[src/rtl/core/spr_pkg.sv]
`timescale 1ns / 1ps
`default_nettype none

package spr_pkg;

    localparam int MAX_PATTERN = 16;
    localparam int IDX_W       = $clog2(MAX_PATTERN);
    localparam int CNT_W       = 5;
    localparam int TOT_W       = CNT_W + 2;
    localparam int Q_DEPTH     = 4;
    localparam int QA_W        = $clog2(Q_DEPTH);
    localparam int ADDR_W      = 6;
    localparam int DATA_W      = 64;

    localparam logic [2:0] REG_PATTERN_LOW      = 3'd0;
    localparam logic [2:0] REG_PATTERN_HIGH     = 3'd1;
    localparam logic [2:0] REG_PATTERN_LEN      = 3'd2;
    localparam logic [2:0] REG_REPLACEMENT_LOW  = 3'd3;
    localparam logic [2:0] REG_REPLACEMENT_HIGH = 3'd4;
    localparam logic [2:0] REG_REPLACEMENT_LEN  = 3'd5;
    localparam logic [2:0] REG_BINARY_MODE      = 3'd6;

    typedef logic [MAX_PATTERN-1:0][7:0] t_bytes;

    typedef struct packed {
        logic [7:0] in_byte;
        logic       end_of_stream;
    } t_in_beat;

    typedef struct packed {
        logic [7:0] out_byte;
        logic       has_byte;
        logic       run_last;
        logic       stream_last;
        logic       config_error;
    } t_out_beat;

    typedef struct packed {
        t_bytes           pattern;
        logic [CNT_W-1:0] pattern_len;
        t_bytes           replacement;
        logic [CNT_W-1:0] replacement_len;
        logic             binary_mode;
        logic             err;
        logic [CNT_W-1:0] shrink;
    } t_cfg;

    // one entry per input beat that produces output: literal bytes, then
    // replacement bytes, then zero bytes; all counts zero means a bare end marker
    typedef struct packed {
        t_bytes           lit;
        logic [CNT_W-1:0] lit_cnt;
        logic [CNT_W-1:0] rep_cnt;
        logic [CNT_W-1:0] zero_cnt;
        logic             eos;
        logic             err;
    } t_job;

endpackage

`default_nettype wire

[src/rtl/core/spr_regs.sv]
`timescale 1ns / 1ps
`default_nettype none

module spr_regs (
    input  wire logic                      i_clk,
    input  wire logic                      i_rst_n,
    input  wire logic                      psel,
    input  wire logic                      penable,
    input  wire logic                      pwrite,
    input  wire logic [spr_pkg::ADDR_W-1:0] paddr,
    input  wire logic [spr_pkg::DATA_W-1:0] pwdata,
    output logic      [spr_pkg::DATA_W-1:0] prdata,
    output logic                           pready,
    output spr_pkg::t_cfg                  o_cfg,
    output logic                           o_cfg_wr
);
    import spr_pkg::*;

    t_bytes           r_pattern;
    t_bytes           r_replacement;
    logic [CNT_W-1:0] r_plen;
    logic [CNT_W-1:0] r_rlen;
    logic             r_bin;
    logic [2:0]       reg_idx;
    logic             wr;

    assign pready  = 1'b1;
    assign reg_idx = paddr[5:3];
    assign wr      = psel && penable && pwrite;

    always_ff @(posedge i_clk) begin
        if (!i_rst_n) begin
            r_pattern     <= '0;
            r_replacement <= '0;
            r_plen        <= '0;
            r_rlen        <= '0;
            r_bin         <= 1'b0;
        end else if (wr) begin
            case (reg_idx)
                REG_PATTERN_LOW:      r_pattern[7:0]       <= pwdata;
                REG_PATTERN_HIGH:     r_pattern[15:8]      <= pwdata;
                REG_PATTERN_LEN:      r_plen               <= pwdata[CNT_W-1:0];
                REG_REPLACEMENT_LOW:  r_replacement[7:0]   <= pwdata;
                REG_REPLACEMENT_HIGH: r_replacement[15:8]  <= pwdata;
                REG_REPLACEMENT_LEN:  r_rlen               <= pwdata[CNT_W-1:0];
                REG_BINARY_MODE:      r_bin                <= pwdata[0];
                default: begin
                end
            endcase
        end
    end

    // writes to an unmapped slot leave the datapath alone
    assign o_cfg_wr = wr && (reg_idx <= REG_BINARY_MODE);

    always_comb begin
        case (reg_idx)
            REG_PATTERN_LOW:      prdata = r_pattern[7:0];
            REG_PATTERN_HIGH:     prdata = r_pattern[15:8];
            REG_PATTERN_LEN:      prdata = DATA_W'(r_plen);
            REG_REPLACEMENT_LOW:  prdata = r_replacement[7:0];
            REG_REPLACEMENT_HIGH: prdata = r_replacement[15:8];
            REG_REPLACEMENT_LEN:  prdata = DATA_W'(r_rlen);
            REG_BINARY_MODE:      prdata = DATA_W'(r_bin);
            default:              prdata = '0;
        endcase
    end

    always_comb begin
        o_cfg.pattern         = r_pattern;
        o_cfg.pattern_len     = r_plen;
        o_cfg.replacement     = r_replacement;
        o_cfg.replacement_len = r_rlen;
        o_cfg.binary_mode     = r_bin;
        o_cfg.err             = (r_plen == '0) || (r_plen > CNT_W'(MAX_PATTERN))
                                || (r_rlen > CNT_W'(MAX_PATTERN))
                                || (r_bin && (r_rlen > r_plen));
        o_cfg.shrink          = (r_bin && !o_cfg.err) ? (r_plen - r_rlen) : '0;
    end

endmodule

`default_nettype wire

[src/rtl/core/spr_front.sv]
`timescale 1ns / 1ps
`default_nettype none

module spr_front (
    input  wire logic              i_clk,
    input  wire logic              i_rst_n,
    input  spr_pkg::t_cfg          i_cfg,
    input  wire logic              i_cfg_wr,
    input  wire logic              i_in_valid,
    input  spr_pkg::t_in_beat      i_in,
    output logic                   o_in_ready,
    input  wire logic              i_q_full,
    output logic                   o_push,
    output spr_pkg::t_job          o_job
);
    import spr_pkg::*;

    t_bytes           r_win;
    logic [CNT_W-1:0] r_fill;
    logic             r_tail;

    t_bytes           nw;
    t_bytes           n_win;
    logic [CNT_W-1:0] n_fill;
    logic             n_tail;
    logic [CNT_W-1:0] fill_sel;
    logic [CNT_W-1:0] fill_inc;
    logic [IDX_W-1:0] wr_idx;
    logic [MAX_PATTERN-1:0] eq;
    logic             hit;
    logic             accept;
    logic             eos;
    logic [7:0]       b;

    assign b          = i_in.in_byte;
    assign eos        = i_in.end_of_stream;
    assign o_in_ready = !i_q_full;
    assign accept     = i_in_valid && o_in_ready;
    assign o_push     = accept && (eos || (o_job.lit_cnt != '0) || (o_job.rep_cnt != '0)
                                   || (o_job.zero_cnt != '0));

    always_comb begin
        if (i_cfg.err) begin
            fill_sel = r_fill;
        end else if (r_fill >= i_cfg.pattern_len) begin
            fill_sel = '0;
        end else begin
            fill_sel = r_fill;
        end
        fill_inc = fill_sel + CNT_W'(1);
        wr_idx   = fill_sel[IDX_W-1:0];

        for (int k = 0; k < MAX_PATTERN; k++) begin
            nw[k] = (IDX_W'(k) == wr_idx) ? b : r_win[k];
            eq[k] = (nw[k] == i_cfg.pattern[k]) || (CNT_W'(k) >= i_cfg.pattern_len);
        end
        hit = &eq;

        for (int k = 0; k < MAX_PATTERN - 1; k++) begin
            n_win[k] = nw[k+1];
        end
        n_win[MAX_PATTERN-1] = nw[MAX_PATTERN-1];

        o_job.lit      = nw;
        o_job.lit_cnt  = '0;
        o_job.rep_cnt  = '0;
        o_job.zero_cnt = '0;
        o_job.eos      = eos;
        o_job.err      = i_cfg.err;
        n_fill         = r_fill;
        n_tail         = r_tail;

        if (i_cfg.err) begin
            o_job.lit_cnt = fill_inc;
            n_fill        = '0;
            n_tail        = 1'b0;
        end else if (r_tail) begin
            o_job.lit[0] = b;
            if (b == 8'd0) begin
                o_job.zero_cnt = i_cfg.shrink + CNT_W'(1);
                n_tail         = 1'b0;
            end else begin
                o_job.lit_cnt = CNT_W'(1);
                if (eos) begin
                    o_job.zero_cnt = i_cfg.shrink;
                end
            end
        end else if (fill_inc == i_cfg.pattern_len) begin
            if (hit) begin
                o_job.rep_cnt = i_cfg.replacement_len;
                n_fill        = '0;
                if (i_cfg.binary_mode) begin
                    if (eos) begin
                        o_job.zero_cnt = i_cfg.shrink;
                    end else begin
                        n_tail = 1'b1;
                    end
                end
            end else begin
                // oldest byte leaves; at the end the rest of the window follows
                o_job.lit_cnt = eos ? i_cfg.pattern_len : CNT_W'(1);
                n_fill        = i_cfg.pattern_len - CNT_W'(1);
            end
        end else begin
            n_fill = fill_inc;
            if (eos) begin
                o_job.lit_cnt = fill_inc;
            end
        end

        if (eos) begin
            n_fill = '0;
            n_tail = 1'b0;
        end
    end

    always_ff @(posedge i_clk) begin
        if (!i_rst_n) begin
            r_fill <= '0;
            r_tail <= 1'b0;
        end else if (i_cfg_wr) begin
            r_fill <= '0;
            r_tail <= 1'b0;
        end else if (accept) begin
            r_fill <= n_fill;
            r_tail <= n_tail;
        end
    end

    always_ff @(posedge i_clk) begin
        if (accept) begin
            r_win <= (fill_inc == i_cfg.pattern_len && !hit) ? n_win : nw;
        end
    end

endmodule

`default_nettype wire

[src/rtl/core/spr_queue.sv]
`timescale 1ns / 1ps
`default_nettype none

module spr_queue (
    input  wire logic     i_clk,
    input  wire logic     i_rst_n,
    input  wire logic     i_push,
    input  spr_pkg::t_job i_job,
    output logic          o_full,
    input  wire logic     i_pop,
    output logic          o_valid,
    output spr_pkg::t_job o_head
);
    import spr_pkg::*;

    t_job            r_mem [Q_DEPTH];
    logic [QA_W-1:0] r_wp;
    logic [QA_W-1:0] r_rp;
    logic [QA_W:0]   r_cnt;

    assign o_full  = (r_cnt == (QA_W+1)'(Q_DEPTH));
    assign o_valid = (r_cnt != '0);
    assign o_head  = r_mem[r_rp];

    always_ff @(posedge i_clk) begin
        if (!i_rst_n) begin
            r_wp  <= '0;
            r_rp  <= '0;
            r_cnt <= '0;
        end else begin
            if (i_push) begin
                r_wp <= r_wp + QA_W'(1);
            end
            if (i_pop) begin
                r_rp <= r_rp + QA_W'(1);
            end
            case ({i_push, i_pop})
                2'b10:   r_cnt <= r_cnt + (QA_W+1)'(1);
                2'b01:   r_cnt <= r_cnt - (QA_W+1)'(1);
                default: r_cnt <= r_cnt;
            endcase
        end
    end

    always_ff @(posedge i_clk) begin
        if (i_push) begin
            r_mem[r_wp] <= i_job;
        end
    end

endmodule

`default_nettype wire

[src/rtl/core/spr_back.sv]
`timescale 1ns / 1ps
`default_nettype none

module spr_back (
    input  wire logic         i_clk,
    input  wire logic         i_rst_n,
    input  spr_pkg::t_cfg     i_cfg,
    input  wire logic         i_valid,
    input  spr_pkg::t_job     i_head,
    output logic              o_pop,
    output logic              o_out_valid,
    input  wire logic         i_out_ready,
    output spr_pkg::t_out_beat o_out
);
    import spr_pkg::*;

    logic [TOT_W-1:0] r_pos;
    logic             r_valid;
    t_out_beat        r_out;

    logic [TOT_W-1:0] total;
    logic [TOT_W-1:0] lit_end;
    logic [TOT_W-1:0] rep_end;
    logic [TOT_W-1:0] rep_off;
    logic             advance;
    logic             last;
    t_out_beat        beat;

    assign o_out_valid = r_valid;
    assign o_out       = r_out;
    assign advance     = i_valid && (!r_valid || i_out_ready);
    assign o_pop       = advance && last;

    always_comb begin
        lit_end = TOT_W'(i_head.lit_cnt);
        rep_end = lit_end + TOT_W'(i_head.rep_cnt);
        total   = rep_end + TOT_W'(i_head.zero_cnt);
        rep_off = r_pos - lit_end;
        last    = (total == '0) || (r_pos == total - TOT_W'(1));

        if (r_pos < lit_end) begin
            beat.out_byte = i_head.lit[r_pos[IDX_W-1:0]];
        end else if (r_pos < rep_end) begin
            beat.out_byte = i_cfg.replacement[rep_off[IDX_W-1:0]];
        end else begin
            beat.out_byte = 8'd0;
        end
        beat.has_byte     = (total != '0);
        beat.run_last     = last;
        beat.stream_last  = last && i_head.eos;
        beat.config_error = i_head.err;
    end

    always_ff @(posedge i_clk) begin
        if (!i_rst_n) begin
            r_pos   <= '0;
            r_valid <= 1'b0;
        end else if (advance) begin
            r_pos   <= last ? '0 : r_pos + TOT_W'(1);
            r_valid <= 1'b1;
        end else if (i_out_ready) begin
            r_valid <= 1'b0;
        end
    end

    always_ff @(posedge i_clk) begin
        if (advance) begin
            r_out <= beat;
        end
    end

endmodule

`default_nettype wire

[src/rtl/core/stream_pattern_replacer.sv]
`timescale 1ns / 1ps
`default_nettype none

// Streaming find-and-replace on a byte stream. The front end takes one input
// beat per clock unless the queue is full, shifts it into a 16-byte match
// window and compares the whole window with the pattern combinationally; each
// beat that produces output is queued as one job (held bytes, replacement,
// zero padding) in a 4-entry queue. The back end emits one output beat per
// clock from the queue head unless the output stalls; a job gives up to 17
// beats, a bare end marker counting as one. Input throughput is one beat per
// clock while the average output per input stays at one beat or less. Output
// is registered, so results appear in the cycle after they are formed.
// Registers sit at byte address 8*i on a 64-bit APB-style port; the user must
// write them only while the stream is idle, which the block does not enforce.
module stream_pattern_replacer (
    input  wire logic                      i_clk,
    input  wire logic                      i_rst_n,
    input  wire logic                      i_in_valid,
    output logic                           o_in_ready,
    input  spr_pkg::t_in_beat              i_in,
    output logic                           o_out_valid,
    input  wire logic                      i_out_ready,
    output spr_pkg::t_out_beat             o_out,
    input  wire logic                      psel,
    input  wire logic                      penable,
    input  wire logic                      pwrite,
    input  wire logic [spr_pkg::ADDR_W-1:0] paddr,
    input  wire logic [spr_pkg::DATA_W-1:0] pwdata,
    output logic      [spr_pkg::DATA_W-1:0] prdata,
    output logic                           pready
);
    import spr_pkg::*;

    t_cfg cfg;
    logic cfg_wr;
    logic push;
    logic pop;
    logic q_full;
    logic q_valid;
    t_job job;
    t_job head;

    spr_regs u_regs (
        .i_clk    (i_clk),
        .i_rst_n  (i_rst_n),
        .psel     (psel),
        .penable  (penable),
        .pwrite   (pwrite),
        .paddr    (paddr),
        .pwdata   (pwdata),
        .prdata   (prdata),
        .pready   (pready),
        .o_cfg    (cfg),
        .o_cfg_wr (cfg_wr)
    );

    spr_front u_front (
        .i_clk      (i_clk),
        .i_rst_n    (i_rst_n),
        .i_cfg      (cfg),
        .i_cfg_wr   (cfg_wr),
        .i_in_valid (i_in_valid),
        .i_in       (i_in),
        .o_in_ready (o_in_ready),
        .i_q_full   (q_full),
        .o_push     (push),
        .o_job      (job)
    );

    spr_queue u_queue (
        .i_clk   (i_clk),
        .i_rst_n (i_rst_n),
        .i_push  (push),
        .i_job   (job),
        .o_full  (q_full),
        .i_pop   (pop),
        .o_valid (q_valid),
        .o_head  (head)
    );

    spr_back u_back (
        .i_clk       (i_clk),
        .i_rst_n     (i_rst_n),
        .i_cfg       (cfg),
        .i_valid     (q_valid),
        .i_head      (head),
        .o_pop       (pop),
        .o_out_valid (o_out_valid),
        .i_out_ready (i_out_ready),
        .o_out       (o_out)
    );

endmodule

`default_nettype wire
[config.mk]
export PLATFORM = sky130hd
export DESIGN_NAME = stream_pattern_replacer
export DESIGN_NICKNAME = d
export VERILOG_FILES = /design/src/rtl/core/spr_pkg.sv /design/src/rtl/core/spr_regs.sv /design/src/rtl/core/spr_front.sv /design/src/rtl/core/spr_queue.sv /design/src/rtl/core/spr_back.sv /design/src/rtl/core/stream_pattern_replacer.sv
export SDC_FILE = /design/constraint.sdc
export NUM_CORES = 2
export LEC_CHECK = 0
export BUFFER_PORTS_ARGS = -buffer_cell sky130_fd_sc_hd__clkbuf_2
export CAP_MARGIN = 10
export CELL_PAD_IN_SITES_DETAIL_PLACEMENT = 1
export CELL_PAD_IN_SITES_GLOBAL_PLACEMENT = 1
export CORE_MARGIN = 2
export CORE_UTILIZATION = 30
export CTS_CLUSTER_DIAMETER = 150
export DETAILED_ROUTE_END_ITERATION = 12
export GPL_TIMING_DRIVEN = 0
export PLACE_DENSITY_LB_ADDON = 0.1
export RECOVER_POWER = 100
export SLEW_MARGIN = 10
export SYNTH_ARGS = -nofsm -noshare
export SYNTH_HDL_FRONTEND = slang
export SYNTH_SLANG_ARGS = --single-unit
[constraint.sdc]
create_clock -name i_clk -period 10.34 [get_ports i_clk]
set_input_delay 1.034 -clock i_clk [delete_from_list [all_inputs] [get_ports i_clk]]
set_output_delay 1.034 -clock i_clk [all_outputs]
set_load 0.02 [all_outputs]
==> results_dict.tcl <==
set metrics [dict create \
    status "finished, violations left" \
    violations "max-capacitance violations, max-slew violations" \
    first_pass_iters 6 \
    port_buffers 155 \
    holdWs_ns 0.4882 \
    drv_cap 8 \
    ir_drop_uv 143.4 \
    grt_pass1_vias 35136 \
    hold_path_depth 2 \
    p_seq_share_pct 43.7 \
    start_kind "flip-flop" \
    fin_area_um2 55900 \
    synth.distinct_cells 83 \
    critical_path_buf_inv_count 10 \
    holdCritStartpoint "u_regs.o_cfg[101]$_SDFFE_PN0P_" \
    crit_path_max_incr_delay_ns 0.76 \
    clock.fmax_mhz 98.18 \
    synth_top_area_share_pct 44.65 \
    crit_fanout 47 \
    timing.setup.tns_ns 0 \
    hold_path.class "flip-flop to flip-flop" \
    cts_max_level 3 \
    reg2reg_from "u_regs.r_plen[2]$_SDFFE_PN0P_" \
    dp_hpwl_mm 159.7 \
    rsz0062_at_grt "no" \
    fin_nets 4302 \
    gp_congestion 0.9205 \
    worstSetupEndpointType "flip-flop" \
    grt_pass1_wl_mm 288.6 \
    setup.worst_path.class "flip-flop to flip-flop" \
    yosysTopAreaCell "edfxtp_1" \
    crit_cells 27 \
    dieArea_um2 164700 \
    cts_num_sinks 1010 \
    ys_seq_area_share_pct 56.63 \
    drt-vias-per-instance 5.382 \
    synth_warnings 0 \
    clock_latency_ns 0.77 \
    r2r_cells 27 \
    p_sw_share_pct 29.56 \
    syn_avg_cell_area_um2 12.53 \
    crit_required_ns 10.76 \
    intPower_mw 7.608 \
    period_needed_ns 10.19 \
    power_density_nw_per_um2 193.2 \
    drive_gt1_share_pct 13.29 \
    placed_cells 6202 \
    slew_headroom_pct -296.5 \
    path_common_cell "buf_16" \
    cts_buffers 116 \
    cp_top_family "buffers and inverters" \
    via_count 34569 \
    syn_area_um2 48430 \
    power_frac_comb_pct 18.5 \
    worstSetupStartpoint "u_regs.r_plen[2]$_SDFFE_PN0P_" \
    antenna_found_initial 8 \
    hold_viol 0 \
    ys_async_sr_fraction_pct 0 \
    synthFlopType "edfxtp_1" \
    boundaryPins 165 \
    core-area_um2 160400 \
    tritoncts "done" \
    tightest_slew_ns 5.948 \
    wl_mm 208.2 \
    synth-edff-count 720 \
    p_switching_mw 3.192 \
    die_h_um 405.8 \
    finalMaxSlewViolations 141 \
    setup_viol 0 \
    clk_pin_slew_worst_paths_ns 0.06 \
    grt_start_max_net_pins 95 \
    drtIter0Drc 2671 \
    p_leak_nw 17.47 \
    std_cell_rows 147 \
    initial_core_util_pct 30.19 \
    fp.dieW_um 405.8 \
    area_growth_pct 15.44 \
    overflow 0 \
    critical_path_arrival_ns 10.60 \
    drtAntennaViolNets 0 \
    wl_per_cell_um 32.42 \
    synth_area_leaders "edfxtp_1, dfxtp_1, mux4_2" \
    postPlaceCellArea_um2 52430 \
    root_buffer "clkbuf_16" \
    syn-instance-count 3866 \
    cp_slowest_cell "mux2i_1" \
    grt_use_total_pct 25.17 \
    post-route-period-util_pct 98.50 \
    ys_seq_elements 1010 \
    final_common_cell "edfxtp_1" \
    clkPwrFrac_pct 37.9 \
    drcViolationCount 0 \
    final_cell_mix "edfxtp_1, nand2_1, clkbuf_1" \
    fin_cells 6423 \
    clock_skew_ns 0.04659 \
    syn_nets 4003 \
    cts.path.max_buffers 3 \
]
==> kinds of logic (layout without fill, tap and decap cells) <==
group	count (synthesis)	count (layout)	share of synthesized area [%]
DFF	1010	1010	56.63
adders and majority gates	51	51	1.395
buffers and inverters	484	877	3.948
xor gates and xnor gates	140	140	2.532
other	1	4	0.007744
and+or+nand+nor	963	964	8.694
AOI/OAI and AO/OA	768	768	11.90
muxes	449	449	14.89
==> final timing paths <==
path	to	slack (ns)
max reg2reg	u_queue.r_mem[3][139]$_DFFE_PP_	0.15
min reg2reg	u_regs.o_cfg[101]$_SDFFE_PN0P_	0.49
min	u_regs.o_cfg[101]$_SDFFE_PN0P_	0.49
max	u_queue.r_mem[3][139]$_DFFE_PP_	0.15
==> layout make-up <==
| cell class | instances | area (um^2) |
|---|---|---|
| clock inverter | 69 | 630.6 |
| buffer | 261 | 1051 |
| multi-input combinational | 2373 | 19170 |
| tap | 2160 | 2703 |
| fill | 17459 | 104500 |
| clock buffer | 144 | 3059 |
| antenna | 3 | 7.507 |
| inverter | 223 | 838.3 |
| timing repair buffer | 180 | 1021 |
| sequential | 1010 | 27430 |
==> metal layers <==
layer,GRT usage (%),up-vias,part of all wire [%]
li1,-,15042,-
met1,35.06,18135,45
met4,8.289,12,3.6
met3,2.955,270,4.9
met5,0,-,0.041
met2,40.69,1110,46
==> power by group through the flow <==
stage | Combinational (mW) | Clock, mW | Sequential, mW
final | 2.00 | 4.09 | 4.72
after global routing | 2.14 | 4.30 | 4.73
after CTS | 2.07 | 4.18 | 4.71
after detailed placement | 2.06 | 0 | 4.79
after global placement | 1.99 | 0 | 4.85
after floorplan | 1.20 | 0 | 4.80
==> flip-flops by register name, summed over array words and instances, names as in the netlist, named ones only <==
register	count
u_back.o_out	12
u_regs.r_plen	5
u_regs.r_rlen	5
u_back.o_out_valid	1
u_back.r_pos	7
u_queue.r_rp	2
u_regs.o_cfg	256
u_queue.r_wp	2
u_front.r_win	128
u_regs.r_bin	1
u_queue.r_mem	580
u_queue.r_cnt	3
u_front.r_fill	5
u_front.r_tail	1
==> worst reg2reg max path: stages (launching register included) <==
cell,delay [ns]
dfxtp_1,0.51
clkinv_1,0.38
ha_1,0.42
a211o_1,0.25
a31oi_1,0.30
o21bai_4,0.24
clkbuf_2,0.34
nand2_1,0.45
nand2_1,0.30
inv_1,0.15
ha_1,0.37
clkbuf_2,0.35
inv_1,0.16
a211oi_1,0.40
buf_12,0.21
mux2i_1,0.76
xnor2_1,0.17
o41ai_1,0.70
nand4_1,0.27
nor4_2,0.49
and4_1,0.31
buf_2,0.24
a21boi_0,0.28
o31a_4,0.27
and2_4,0.46
buf_16,0.34
buf_16,0.32
buf_16,0.36
==> cells in the mapped netlist, drive strengths merged, types with 25 or more instances <==
| cell type | instances |
|---|---|
| edfxtp | 720 |
| nand2 | 623 |
| dfxtp | 290 |
| a21boi | 266 |
| inv | 220 |
| mux4 | 215 |
| mux2i | 214 |
| clkbuf | 192 |
| xnor2 | 97 |
| nor2 | 89 |
| a21oi | 80 |
| buf | 69 |
| a221o | 63 |
| a22o | 63 |
| o21ai | 63 |
| ha | 46 |
| nor2b | 45 |
| nand3 | 44 |
| xor2 | 43 |
| and2 | 39 |
| a31oi | 38 |
| o22ai | 38 |
| nor3 | 25 |
| nor4 | 25 |
==> per-stage QoR <==
step	setup slack, ns	power (mW)	utilization (%)
final	0.1549	10.80	34.86
after global routing	0.03108	11.18	34.85
after CTS	0.01227	10.96	35.03
after detailed placement	-1.256	6.850	32.69
after global placement	-7.079	6.839	32.36
after floorplan	1.059	6.000	-
==> what timing repair did <==
item                       in CTS  in global routing
setup endpoints to repair     607                125
buffers inserted                2                  0
hold buffers                    0                  0
resized for setup               8                  8
pin swaps                       2                  0
gates cloned                    1                  0
(Power assumes the default switching activity.)
